### config.mk
export PLATFORM = sky130hd
export DESIGN_NAME = chunked_payload_deframer
export DESIGN_NICKNAME = d
export VERILOG_FILES = /design/src/rtl/core/cpd_pkg.sv /design/src/rtl/core/chunked_payload_deframer.sv /design/src/rtl/core/cpd_queue.sv /design/src/rtl/core/cpd_front.sv /design/src/rtl/core/cpd_back.sv
export VERILOG_INCLUDE_DIRS = /design/src /design/src/rtl/core
export SDC_FILE = /design/constraint.sdc
export NUM_CORES = 1
export LEC_CHECK = 0
export ABC_AREA = 1
export BUFFER_PORTS_ARGS = -buffer_cell sky130_fd_sc_hd__buf_2
export CORE_ASPECT_RATIO = 2
export CORE_MARGIN = 8
export CORE_UTILIZATION = 35
export DETAILED_ROUTE_END_ITERATION = 12
export RECOVER_POWER = 100
export SETUP_SLACK_MARGIN = 0.2
export SYNTH_ARGS = -nofsm -noshare
export SYNTH_HDL_FRONTEND = slang
export SYNTH_SLANG_ARGS = --single-unit
### constraint.sdc
create_clock -name aclk -period 1.8 [get_ports aclk]
set_input_delay 0.18 -clock aclk [delete_from_list [all_inputs] [get_ports aclk]]
set_output_delay 0.18 -clock aclk [all_outputs]
set_load 0.01 [all_outputs]
### src/rtl/core/chunked_payload_deframer_assert.svh
// Assertion macros for the chunked payload deframer.
// Expect aclk and aresetn in the scope of use.
`ifndef CHUNKED_PAYLOAD_DEFRAMER_ASSERT_SVH
`define CHUNKED_PAYLOAD_DEFRAMER_ASSERT_SVH

// same-cycle implication
`define CPD_CHECK(lbl, ante, cons) \
    lbl: assert property (@(posedge aclk) disable iff (!aresetn) (ante) |-> (cons)) \
        else $error("deframer check failed");

// next-cycle implication
`define CPD_CHECK_NEXT(lbl, ante, cons) \
    lbl: assert property (@(posedge aclk) disable iff (!aresetn) (ante) |=> (cons)) \
        else $error("deframer check failed");

`endif

### src/rtl/core/cpd_pkg.sv
// Shared types and constants of the chunked payload deframer.
// No dependencies.
`default_nettype none

package cpd_pkg;

    localparam int SIZE_BITS_DEFAULT = 32;
    localparam int Q_DEPTH = 2;

    localparam logic [7:0] CR_BYTE  = 8'h0D;
    localparam logic [7:0] LF_BYTE  = 8'h0A;
    localparam logic [7:0] EXT_MARK = 8'h3B;

    localparam logic [2:0] PH_HDR_START = 3'd0;
    localparam logic [2:0] PH_HDR       = 3'd1;
    localparam logic [2:0] PH_DATA      = 3'd2;
    localparam logic [2:0] PH_TRAIL_CR  = 3'd3;
    localparam logic [2:0] PH_TRAIL_LF  = 3'd4;

    localparam logic [2:0] OC_PENDING   = 3'd0;
    localparam logic [2:0] OC_COMPLETE  = 3'd1;
    localparam logic [2:0] OC_MALFORMED = 3'd2;
    localparam logic [2:0] OC_INVALID   = 3'd3;
    localparam logic [2:0] OC_TRUNCATED = 3'd4;
    localparam logic [2:0] OC_NO_TERM   = 3'd5;

    typedef struct packed {
        logic [7:0] data;
        logic       body_end;
        logic       is_hex;
        logic [3:0] hex_val;
        logic       is_cr;
        logic       is_lf;
        logic       is_semi;
    } item_t;

    typedef struct packed {
        logic [2:0] phase;
        logic       finished;
    } back_status_t;

endpackage

`default_nettype wire

### src/rtl/core/chunked_payload_deframer.sv
// Top level of the chunked payload deframer: front classifier, item queue, back FSM.
// Depends on cpd_pkg, cpd_front, cpd_queue, cpd_back and the assertion header.
//
// Channel | Direction | tdata (low bit up)                        | tlast    | tuser
// s_axis  | in        | data_in[7:0]                              | body_end | -
// m_axis  | out       | payload_byte[7:0], outcome[10:8], zero pad | -        | payload_valid
//
// One item per clock sustained while m_axis_tready holds; the back FSM updates its state on each popped item.
// An accepted item passes through a queue entry and the registered result stage before its result is on m_axis.
// Reset (aresetn low, synchronous) empties the queue and returns to a chunk header.
// A two-entry queue lets s_axis keep flowing until the queue is full while m_axis stalls.
`default_nettype none

module chunked_payload_deframer #(
    parameter int SIZE_BITS = cpd_pkg::SIZE_BITS_DEFAULT
) (
    input  wire logic        aclk,
    input  wire logic        aresetn,
    input  wire logic        s_axis_tvalid,
    output logic             s_axis_tready,
    input  wire logic [7:0]  s_axis_tdata,   // data_in
    input  wire logic        s_axis_tlast,
    output logic             m_axis_tvalid,
    input  wire logic        m_axis_tready,
    output logic [15:0]      m_axis_tdata,   // payload_byte, outcome, pad
    output logic             m_axis_tuser    // payload_valid
);
    import cpd_pkg::*;

    `include "chunked_payload_deframer_assert.svh"

    logic         push;
    item_t        push_item;
    logic         queue_full;
    logic         pop;
    item_t        head_item;
    logic         queue_empty;
    back_status_t back_status;

    cpd_front u_front (
        .s_axis_tvalid (s_axis_tvalid),
        .s_axis_tready (s_axis_tready),
        .s_axis_tdata  (s_axis_tdata),
        .s_axis_tlast  (s_axis_tlast),
        .queue_full    (queue_full),
        .push          (push),
        .push_item     (push_item)
    );

    cpd_queue u_queue (
        .aclk      (aclk),
        .aresetn   (aresetn),
        .push      (push),
        .push_item (push_item),
        .full      (queue_full),
        .pop       (pop),
        .head_item (head_item),
        .empty     (queue_empty)
    );

    cpd_back #(
        .SIZE_BITS (SIZE_BITS)
    ) u_back (
        .aclk          (aclk),
        .aresetn       (aresetn),
        .head_item     (head_item),
        .queue_empty   (queue_empty),
        .pop           (pop),
        .m_axis_tvalid (m_axis_tvalid),
        .m_axis_tready (m_axis_tready),
        .m_axis_tdata  (m_axis_tdata),
        .m_axis_tuser  (m_axis_tuser),
        .status        (back_status)
    );

    `CPD_CHECK(a_idle_byte_zero, m_axis_tvalid && !m_axis_tuser, m_axis_tdata[7:0] == 8'd0)
    `CPD_CHECK(a_outcome_range, m_axis_tvalid, m_axis_tdata[10:8] <= OC_NO_TERM)
    `CPD_CHECK_NEXT(a_item_held, s_axis_tvalid && s_axis_tready, m_axis_tvalid || !queue_empty)
    `CPD_CHECK(a_finished_idle, back_status.finished, back_status.phase != PH_DATA)

endmodule

`default_nettype wire

### src/rtl/core/cpd_queue.sv
// Two-entry item queue between the front and back parts.
// Depends on cpd_pkg.
`default_nettype none

module cpd_queue (
    input  wire logic          aclk,
    input  wire logic          aresetn,
    input  wire logic          push,
    input  cpd_pkg::item_t     push_item,
    output logic               full,
    input  wire logic          pop,
    output cpd_pkg::item_t     head_item,
    output logic               empty
);
    import cpd_pkg::*;

    localparam int PTR_BITS = $clog2(Q_DEPTH);

    item_t                entry_reg [Q_DEPTH];
    logic [PTR_BITS-1:0]  wr_ptr_reg, wr_ptr_next;
    logic [PTR_BITS-1:0]  rd_ptr_reg, rd_ptr_next;
    logic [PTR_BITS:0]    count_reg, count_next;

    assign full      = (count_reg == (PTR_BITS+1)'(Q_DEPTH));
    assign empty     = (count_reg == '0);
    assign head_item = entry_reg[rd_ptr_reg];

    always_comb begin
        wr_ptr_next = wr_ptr_reg;
        rd_ptr_next = rd_ptr_reg;
        count_next  = count_reg;
        if (push) begin
            wr_ptr_next = (wr_ptr_reg == PTR_BITS'(Q_DEPTH - 1)) ? '0 : wr_ptr_reg + 1'b1;
        end
        if (pop) begin
            rd_ptr_next = (rd_ptr_reg == PTR_BITS'(Q_DEPTH - 1)) ? '0 : rd_ptr_reg + 1'b1;
        end
        if (push && !pop) begin
            count_next = count_reg + 1'b1;
        end else if (pop && !push) begin
            count_next = count_reg - 1'b1;
        end
    end

    always_ff @(posedge aclk) begin
        if (!aresetn) begin
            wr_ptr_reg <= '0;
            rd_ptr_reg <= '0;
            count_reg  <= '0;
        end else begin
            wr_ptr_reg <= wr_ptr_next;
            rd_ptr_reg <= rd_ptr_next;
            count_reg  <= count_next;
        end
    end

    always_ff @(posedge aclk) begin
        if (push) begin
            entry_reg[wr_ptr_reg] <= push_item;
        end
    end

endmodule

`default_nettype wire

### src/rtl/core/cpd_front.sv
// Front part: accepts body bytes and classifies them for the back part.
// Depends on cpd_pkg.
`default_nettype none

module cpd_front (
    input  wire logic        s_axis_tvalid,
    output logic             s_axis_tready,
    input  wire logic [7:0]  s_axis_tdata,
    input  wire logic        s_axis_tlast,
    input  wire logic        queue_full,
    output logic             push,
    output cpd_pkg::item_t   push_item
);
    import cpd_pkg::*;

    logic       digit_num;
    logic       digit_upper;
    logic       digit_lower;
    logic [7:0] hex_raw;

    assign s_axis_tready = !queue_full;
    assign push          = s_axis_tvalid && !queue_full;

    assign digit_num   = (s_axis_tdata >= 8'h30) && (s_axis_tdata <= 8'h39);
    assign digit_upper = (s_axis_tdata >= 8'h41) && (s_axis_tdata <= 8'h46);
    assign digit_lower = (s_axis_tdata >= 8'h61) && (s_axis_tdata <= 8'h66);

    always_comb begin
        if (digit_upper) begin
            hex_raw = s_axis_tdata - 8'h37;
        end else if (digit_lower) begin
            hex_raw = s_axis_tdata - 8'h57;
        end else begin
            hex_raw = s_axis_tdata - 8'h30;
        end
    end

    always_comb begin
        push_item.data     = s_axis_tdata;
        push_item.body_end = s_axis_tlast;
        push_item.is_hex   = digit_num || digit_upper || digit_lower;
        push_item.hex_val  = hex_raw[3:0];
        push_item.is_cr    = (s_axis_tdata == CR_BYTE);
        push_item.is_lf    = (s_axis_tdata == LF_BYTE);
        push_item.is_semi  = (s_axis_tdata == EXT_MARK);
    end

endmodule

`default_nettype wire

### src/rtl/core/cpd_back.sv
// Back part: chunk framing state machine and registered result stage.
// Depends on cpd_pkg.
`default_nettype none

module cpd_back #(
    parameter int SIZE_BITS = cpd_pkg::SIZE_BITS_DEFAULT
) (
    input  wire logic             aclk,
    input  wire logic             aresetn,
    input  cpd_pkg::item_t        head_item,
    input  wire logic             queue_empty,
    output logic                  pop,
    output logic                  m_axis_tvalid,
    input  wire logic             m_axis_tready,
    output logic [15:0]           m_axis_tdata,
    output logic                  m_axis_tuser,
    output cpd_pkg::back_status_t status
);
    import cpd_pkg::*;

    localparam logic [SIZE_BITS-1:0] ONE = {{(SIZE_BITS-1){1'b0}}, 1'b1};

    logic [2:0]           phase_reg, phase_next;
    logic [SIZE_BITS-1:0] size_accum_reg, size_accum_next;
    logic                 digits_seen_reg, digits_seen_next;
    logic                 size_bad_reg, size_bad_next;
    logic                 in_ext_reg, in_ext_next;
    logic                 pending_cr_reg, pending_cr_next;
    logic [SIZE_BITS-1:0] bytes_left_reg, bytes_left_next;
    logic                 finished_reg, finished_next;

    logic                 out_valid_reg;
    logic                 pv_reg, pv_next;
    logic [7:0]           pb_reg, pb_next;
    logic [2:0]           oc_reg, oc_next;

    logic                 lf_taken;

    assign pop           = !queue_empty && (!out_valid_reg || m_axis_tready);
    assign m_axis_tvalid = out_valid_reg;
    assign m_axis_tuser  = pv_reg;
    assign m_axis_tdata  = {5'd0, oc_reg, pb_reg};
    assign status        = '{phase: phase_reg, finished: finished_reg};

    always_comb begin
        phase_next       = phase_reg;
        size_accum_next  = size_accum_reg;
        digits_seen_next = digits_seen_reg;
        size_bad_next    = size_bad_reg;
        in_ext_next      = in_ext_reg;
        pending_cr_next  = pending_cr_reg;
        bytes_left_next  = bytes_left_reg;
        finished_next    = finished_reg;
        pv_next          = 1'b0;
        pb_next          = 8'd0;
        oc_next          = OC_PENDING;
        lf_taken         = 1'b0;

        if (!finished_reg) begin
            unique case (phase_reg) inside
                PH_HDR_START, PH_HDR: begin
                    phase_next = PH_HDR;
                    if (pending_cr_reg) begin
                        pending_cr_next = 1'b0;
                        if (head_item.is_lf) begin
                            lf_taken = 1'b1;
                            if (!digits_seen_reg || size_bad_reg) begin
                                oc_next = OC_INVALID;
                            end else if (size_accum_reg == '0) begin
                                oc_next = OC_COMPLETE;
                            end else begin
                                bytes_left_next  = size_accum_reg;
                                size_accum_next  = '0;
                                digits_seen_next = 1'b0;
                                size_bad_next    = 1'b0;
                                in_ext_next      = 1'b0;
                                phase_next       = PH_DATA;
                            end
                        end else if (!in_ext_reg) begin
                            size_bad_next = 1'b1;
                        end
                    end
                    if (!lf_taken) begin
                        if (head_item.is_cr) begin
                            pending_cr_next = 1'b1;
                        end else if (in_ext_reg) begin
                            in_ext_next = 1'b1;
                        end else if (head_item.is_semi) begin
                            in_ext_next = 1'b1;
                        end else begin
                            digits_seen_next = 1'b1;
                            if (!head_item.is_hex
                                || (size_accum_reg[SIZE_BITS-1 -: 4] != 4'd0)) begin
                                size_bad_next = 1'b1;
                            end else begin
                                size_accum_next = {size_accum_reg[SIZE_BITS-5:0],
                                                   head_item.hex_val};
                            end
                        end
                    end
                end
                PH_DATA: begin
                    pv_next         = 1'b1;
                    pb_next         = head_item.data;
                    bytes_left_next = bytes_left_reg - ONE;
                    if (bytes_left_reg == ONE) begin
                        phase_next = PH_TRAIL_CR;
                    end
                end
                PH_TRAIL_CR: begin
                    if (head_item.is_cr) begin
                        phase_next = PH_TRAIL_LF;
                    end else begin
                        oc_next = OC_TRUNCATED;
                    end
                end
                PH_TRAIL_LF: begin
                    if (head_item.is_lf) begin
                        phase_next = PH_HDR_START;
                    end else begin
                        oc_next = OC_TRUNCATED;
                    end
                end
                default: begin
                    phase_next = PH_HDR_START;
                end
            endcase

            if ((oc_next == OC_PENDING) && head_item.body_end) begin
                if (phase_next == PH_HDR_START) begin
                    oc_next = OC_NO_TERM;
                end else if (phase_next == PH_HDR) begin
                    oc_next = OC_MALFORMED;
                end else begin
                    oc_next = OC_TRUNCATED;
                end
            end
        end

        if (head_item.body_end) begin
            phase_next       = PH_HDR_START;
            size_accum_next  = '0;
            digits_seen_next = 1'b0;
            size_bad_next    = 1'b0;
            in_ext_next      = 1'b0;
            pending_cr_next  = 1'b0;
            bytes_left_next  = '0;
            finished_next    = 1'b0;
        end else if (oc_next != OC_PENDING) begin
            finished_next = 1'b1;
        end
    end

    always_ff @(posedge aclk) begin
        if (!aresetn) begin
            phase_reg       <= PH_HDR_START;
            size_accum_reg  <= '0;
            digits_seen_reg <= 1'b0;
            size_bad_reg    <= 1'b0;
            in_ext_reg      <= 1'b0;
            pending_cr_reg  <= 1'b0;
            bytes_left_reg  <= '0;
            finished_reg    <= 1'b0;
            out_valid_reg   <= 1'b0;
        end else begin
            if (pop) begin
                phase_reg       <= phase_next;
                size_accum_reg  <= size_accum_next;
                digits_seen_reg <= digits_seen_next;
                size_bad_reg    <= size_bad_next;
                in_ext_reg      <= in_ext_next;
                pending_cr_reg  <= pending_cr_next;
                bytes_left_reg  <= bytes_left_next;
                finished_reg    <= finished_next;
                out_valid_reg   <= 1'b1;
            end else if (m_axis_tready) begin
                out_valid_reg   <= 1'b0;
            end
        end
    end

    always_ff @(posedge aclk) begin
        if (pop) begin
            pv_reg <= pv_next;
            pb_reg <= pb_next;
            oc_reg <= oc_next;
        end
    end

endmodule

`default_nettype wire
==> results of run 1 <==
==> how the worst min path moves through the flow <==
stage               cells past startpoint                            endpoint             from
finish                                  4   u_back.m_axis_tvalid$_SDFFE_PN0P_    m_axis_tready
global route                            4   u_back.m_axis_tvalid$_SDFFE_PN0P_    m_axis_tready
CTS                                     1  u_queue.entry_reg[1][11]$_DFFE_PP_  s_axis_tdata[2]
detailed placement                      1   u_queue.entry_reg[0][8]$_DFFE_PP_     s_axis_tlast
global placement                        1   u_queue.entry_reg[1][8]$_DFFE_PP_     s_axis_tlast
floorplan                               0  u_queue.entry_reg[0][10]$_DFFE_PP_  s_axis_tdata[1]
==> per-stage QoR <==
stage	hold WS, ps	power, uW	TNS, ps	utilization
2_1_floorplan	279	7430	0	-
3_3_place_gp	374	10400	-2290	0.436
3_5_place_dp	375	10400	-3530	0.436
4_1_cts	1.50	15200	0	0.506
5_1_grt	87.7	17100	-6210	0.533
6_report	70.8	16300	-1510	0.533
==> cell families after synthesis <==
family	synth area share
other cells	0.000595
xor+xnor	0.0167
compound gates	0.195
flops	0.467
buf+inv	0.0991
fa+ha+maj	0.0139
simple gates	0.208
==> final cells by class <==
| type | count | area share |
|---|---|---|
| inverter | 115 | 0.0493 |
| timing repair inverter | 1 | 0.00212 |
| multi-input combinational | 541 | 0.370 |
| clock buffer | 19 | 0.0469 |
| clock inverter | 13 | 0.0178 |
| timing repair buffer | 200 | 0.171 |
| tap | 213 | 0.0282 |
| sequential | 124 | 0.315 |
==> where the power goes <==
part           leakage [uW]  switching, uW  internal [uW]
clock network      0.000294           1340           2220
logic               0.00265           5120           3750
registers           0.00108            386           3540
total               0.00403           6840           9510
==> layer usage <==
| metal | vias up | global-route usage | wire length (um) |
|---|---|---|---|
| met3 | 111 | 0.0283 | 721 |
| met5 | - | 0 | 0 |
| li1 | 3095 | - | - |
| met2 | 203 | 0.360 | 12200 |
| met1 | 3019 | 0.149 | 6980 |
| met4 | 0 | 0.163 | 1730 |
==> worst reg2reg max path, cell delays in order (launching register included) <==
cell and delay (ps):
dfxtp_1 330, inv_1 100, nand2_1 110, nor2_2 100, nand2_1 60, nor2_2 100
nand2_2 100, nand3_4 100, nand2_4 70, o21bai_4 140, buf_12 190, buf_12 170
nor3_2 50, a21oi_1 110, nor2_1 50
==> timing repair <==
item                                    CTS  global route
pin swaps                                51            57
hold buffers                              2             0
endpoints found under the setup margin   78            82
setup buffers                            13             7
gates cloned                              2             2
hold endpoints to repair                  4             0
resized for setup                       143           147
==> cells in the mapped netlist (3+ instances only) <==
cell type,number
a22oi_1,7
edfxtp_1,46
nand2_2,4
ha_1,7
nor4_1,4
o21ai_0,58
a211oi_1,12
buf_2,8
nor2_1,101
a31oi_1,4
o211ai_1,6
xor2_1,10
o22ai_1,15
nand3_1,29
nor3_1,14
a22oi_2,4
o21ai_2,4
a21oi_1,86
clkbuf_1,18
dfxtp_1,78
nand4_1,8
inv_1,107
buf_4,7
nand2_1,139
inv_2,6
o2111ai_1,3
==> reports/results.ini, run 1 <==
[status]
status = finished, violations left
violations = setup timing

[worst_setup_path]
cp_data_required_time_ps = 2110
crit_path_top_delay_cell = dfxtp_1
crit_family = simple AND/OR/NAND/NOR gates
r2r_slack_ps = -80
crit_path_end = u_back.bytes_left_reg[24]$_SDFFE_PN0P_
worstPathCellList = inv_1, nand2_1, nor2_2, nand2_1, nor2_2, nand2_2, nand3_4, nand2_4, o21bai_4, buf_12, buf_12, nor3_2, a21oi_1, nor2_1
timing.rr.start = u_back.size_accum_reg[8]$_SDFFE_PN0P_
crit_fanout = 8
cp.depth = 14
arrival_ps = 2190
r2r_end = u_back.bytes_left_reg[24]$_SDFFE_PN0P_
cpPeakStageDelay_ps = 330
end_kind = flip-flop
crit_buf_inv = 3
rr_worst_depth = 14
startpoint = u_back.size_accum_reg[8]$_SDFFE_PN0P_
worstSetupPathType = reg -> reg
start_kind = flip-flop

[detailed_routing]
firstDrtPassIters = 5
antenna_left = 0
num_vias = 6428
viasPerCell = 5.24
drt_wl_total_um = 21700
drt_iter0_drc = 314
wl_per_cell_um = 17.7
drc = 0

[clock_network]
cts_tree = built
clk_latency_ps = 430
cts_buffers = 17
cts_sinks = 124
cts_max_level = 4
path_clk_slew_ps = 60
cts.path.max_buffers = 2
cts-root-buf = clkbuf_16

[sta]
final_hold_viol_count = 0
slew_viol_final = 0
fmax_ghz = 0.532
setup_viol = 40
rsz0062_at_grt = true
fin_crit_ps = 1880
fin_worst_skew_ps = 11.7
fin_crit_sh = 1.04
fin_ws_ps = -79.4

[final_layout]
layout_commonest_cell = buf_4
area_growth_pct = 49.8
nets = 1020
multi_input_area_um2 = 3490
nFillCells = 1593
final_area_um2 = 9440
antennaDiodeCount = 0
mostFrequentLayoutCells = buf_4 (138), nand2_1 (104), inv_1 (82)
seq_area_um2 = 2970
drive_gt1_frac = 0.412
stdcell_count = 1226
largest_register_ffs = 34

[synthesis]
syn_inst = 813
yosys.area.top_type = dfxtp_1
yosysWarnings = 0
synth_top_flop_cell = dfxtp_1
yosysSeqAreaShare = 0.467
synth_top_cells_by_area = dfxtp_1 (25%), edfxtp_1 (22%), nand2_1 (8.3%), a21oi_1 (6.8%), inv_1 (6.4%)
synth_edf_count = 46
ys_ff_latch = 124
syn-cell-area_um2 = 6300
synth.avg_cell_area_um2 = 7.75
async_reset_ff_frac = 0
yosys.cell_types.count = 47
synth.top_cell.area_share = 0.248

[flow_run]
cap_violations = 0

[placement]
dpl.cell_count = 1168
port-buffer-count = 26
preCtsSetupSlack_ps = -175
place.gp.congestion = 0.920
post-dp-hpwl_um = 14900
postPlaceCellArea_um2 = 7720

[floorplan]
die-area_um2 = 22800
pin_count = 32
rows = 69
start_util = 0.356
die_w_um = 111
die_h_um = 206
core-area_um2 = 17700

[pwr]
power.leakage_uw = 0.00403
powerDensity_nw_per_um2 = 1730
peakVddDrop_v = 0.000845

[global_routing]
grt_usage = 0.182
antenna_found_initial = 0
grt_pass1_vias = 6504
grt_max_degree = 42
grt.overflow.total = 0
grt_pass1_wl_um = 32200

[min_path]
worstHoldPathType = in -> reg

Power figures use the tool's default switching activity.
==> run 2: changes to the inputs <==
--- a/config.mk
+++ b/config.mk
@@ -9,7 +9,7 @@
 export ABC_AREA = 1
 export BUFFER_PORTS_ARGS = -buffer_cell sky130_fd_sc_hd__buf_2
 export CORE_ASPECT_RATIO = 2
-export CORE_MARGIN = 8
+export CORE_MARGIN = 1.5
 export CORE_UTILIZATION = 35
 export DETAILED_ROUTE_END_ITERATION = 12
 export RECOVER_POWER = 100
==> run 2 against run 1 <==
The flow still finishes with violations (setup timing). Worst hold slack better by 8.1 ps. Sequential power hardly changed. Fmax is 1.6% higher. Utilization is 0.76 points lower. Register-to-register slack better by 30 ps. Non-clock buffer count is 7 lower. Total power is 2.4% lower. Cell area is 1.4% lower. Critical path type unchanged. Largest power group unchanged.
==> reports/results.ini, run 2 (same netlist as run 1, synthesis figures left out) <==
[clock_network]
cts_max_level = 4  ; unchanged
cts_tree = built
clk_latency_ps = 420  ; about the same
cts.path.max_buffers = 2  ; unchanged
cts_buffers = 17  ; unchanged
cts_sinks = 124  ; unchanged
cts-root-buf = clkbuf_16
path_clk_slew_ps = 50  ; about the same

[detailed_routing]
antenna_left = 0  ; unchanged
met1_length_um = 6690  ; -4.1%
drt_iter0_drc = 278  ; -11%
wl_per_cell_um = 17.0  ; -4.0%
viasPerCell = 5.25  ; +0.20%
drc = 0  ; unchanged
routed.top_layer = met4
num_vias = 6399  ; -0.45%
dr_wl_met3_um = 532  ; -26%
drt_wl_total_um = 20700  ; -4.6%
dr_wl_met2_um = 11900  ; -2.4%
firstDrtPassIters = 5  ; unchanged

[final_layout]
layout_commonest_cell = buf_4
mostFrequentLayoutCells = buf_4 (127), nand2_1 (111), inv_1 (79)
nets = 1012  ; -0.78%
area_growth_pct = 47.6
finish.utilization = 0.526  ; -0.00764
antennaDiodeCount = 0  ; unchanged
drive_gt1_frac = 0.394  ; -0.0176
largest_register_ffs = 34  ; unchanged

[worst_setup_path]
start_kind = flip-flop
cp_data_required_time_ps = 2100  ; about the same
crit_fanout = 7  ; -1
end_kind = flip-flop
worstSetupPathType = reg -> reg
arrival_ps = 2150  ; -40 ps

[flow_run]
cap_violations = 0  ; unchanged

[placement]
port-buffer-count = 26  ; unchanged
post-dp-hpwl_um = 14200  ; -5.0%
place.gp.congestion = 0.960  ; +4.3%

[sta]
fin_crit_ps = 1850  ; -30.2 ps
final_hold_viol_count = 0  ; unchanged
setup_viol = 19  ; -53%
rsz0062_at_grt = true
fin_crit_sh = 1.03  ; -0.0168
fmax_ghz = 0.541  ; +1.6%
slew_viol_final = 0  ; unchanged
fin_ws_ps = -49.3  ; +30.2 ps
fin_worst_skew_ps = 7.35  ; -4.35 ps

[global_routing]
antenna_found_initial = 0  ; unchanged
grt_pass1_wl_um = 30500  ; -5.3%
grt_max_degree = 34  ; -19%
grt.overflow.total = 0  ; unchanged
grt_usage = 0.210  ; +0.0289
grt_pass1_vias = 6258  ; -3.8%

[floorplan]
die_w_um = 97.9  ; -12%
pin_count = 32  ; unchanged
rows = 69  ; unchanged
die-area_um2 = 18900  ; -17%
start_util = 0.356  ; unchanged
die_h_um = 193  ; -6.3%
core-area_um2 = 17700  ; unchanged

[min_path]
worstHoldPathType = in -> reg

[pwr]
power.leakage_uw = 0.00396  ; -1.6%
peakVddDrop_v = 0.000972  ; +15%
finalPower_uw = 16000  ; -2.4%
powerDensity_nw_per_um2 = 1710  ; -0.98%

[status]
status = finished, violations left
violations = setup timing

-- run 2: cell type report --
| type | instances | area, um2 |
|---|---|---|
| clock buffer | 18 | 429 |
| tap | 213 | 267 |
| timing repair buffer | 193 | 1580 |
| clock inverter | 14 | 196 |
| inverter | 115 | 459 |
| fill | 1625 | 8400 |
| multi-input combinational | 541 | 3400 |
| sequential | 124 | 2970 |
-- run 2: stage by stage --
step / instance area [um2] / setup TNS (ps) / hold WS [ps] / instances / setup slack (ps)
2_1_floorplan: 6370 / 0 / 279 / 817 / 41.5
3_3_place_gp: 7560 / -2510 / 374 / 1146 / -163
3_5_place_dp: 7560 / -3320 / 378 / 1146 / -154
4_1_cts: 8600 / -57.4 / 0.00117 / 1196 / -15.8
6_report: 9300 / -299 / 78.9 / 1218 / -49.3
5_1_grt: 9300 / -5740 / 100 / 1218 / -168
-- run 2: layer usage --
| metal | track usage | vias to the layer above |
|---|---|---|
| li1 | - | 3085 |
| met1 | 0.181 | 3057 |
| met2 | 0.424 | 159 |
| met3 | 0.0283 | 98 |
| met4 | 0.157 | 0 |
| met5 | 0 | - |
-- run 2: worst paths after layout --
check | start | endpoint | slack (ps) | cells past startpoint
max | u_back.size_accum_reg[1]$_SDFFE_PN0P_ | u_back.bytes_left_reg[24]$_SDFFE_PN0P_ | -50 | 15
min | m_axis_tready | u_back.m_axis_tvalid$_SDFFE_PN0P_ | 80 | 4
max reg2reg | u_back.size_accum_reg[1]$_SDFFE_PN0P_ | u_back.bytes_left_reg[24]$_SDFFE_PN0P_ | -50 | 15
min reg2reg | u_queue.rd_ptr_reg$_SDFFE_PN0P_ | flip-flop | 450 | 1
-- run 2: power breakdown --
part	internal, uW	switching (uW)	leakage [uW]
clock	2320	1310	0.000284
sequential	3530	403	0.00108
combinational	3590	4810	0.00260
-- run 2: timing repair --
action	4_1_cts	5_1_grt
hold endpoints to repair	12	0
setup endpoints to repair	79	85
gates resized for setup	99	167
pin swaps	19	44
setup buffers	11	18
hold buffers	6	0
gates cloned	1	4
-- run 2: worst max-delay path, stage by stage (launching register included) --
cell	delay, ps
dfxtp_1	310
inv_1	80
nand2_2	70
nor2_1	100
nand2_1	80
nor2_2	160
nand2_4	80
nand3_4	70
nand2_4	70
o21bai_4	150
buf_6	130
buf_6	90
buf_8	120
nor3_4	50
a21oi_2	110
nor2_1	50
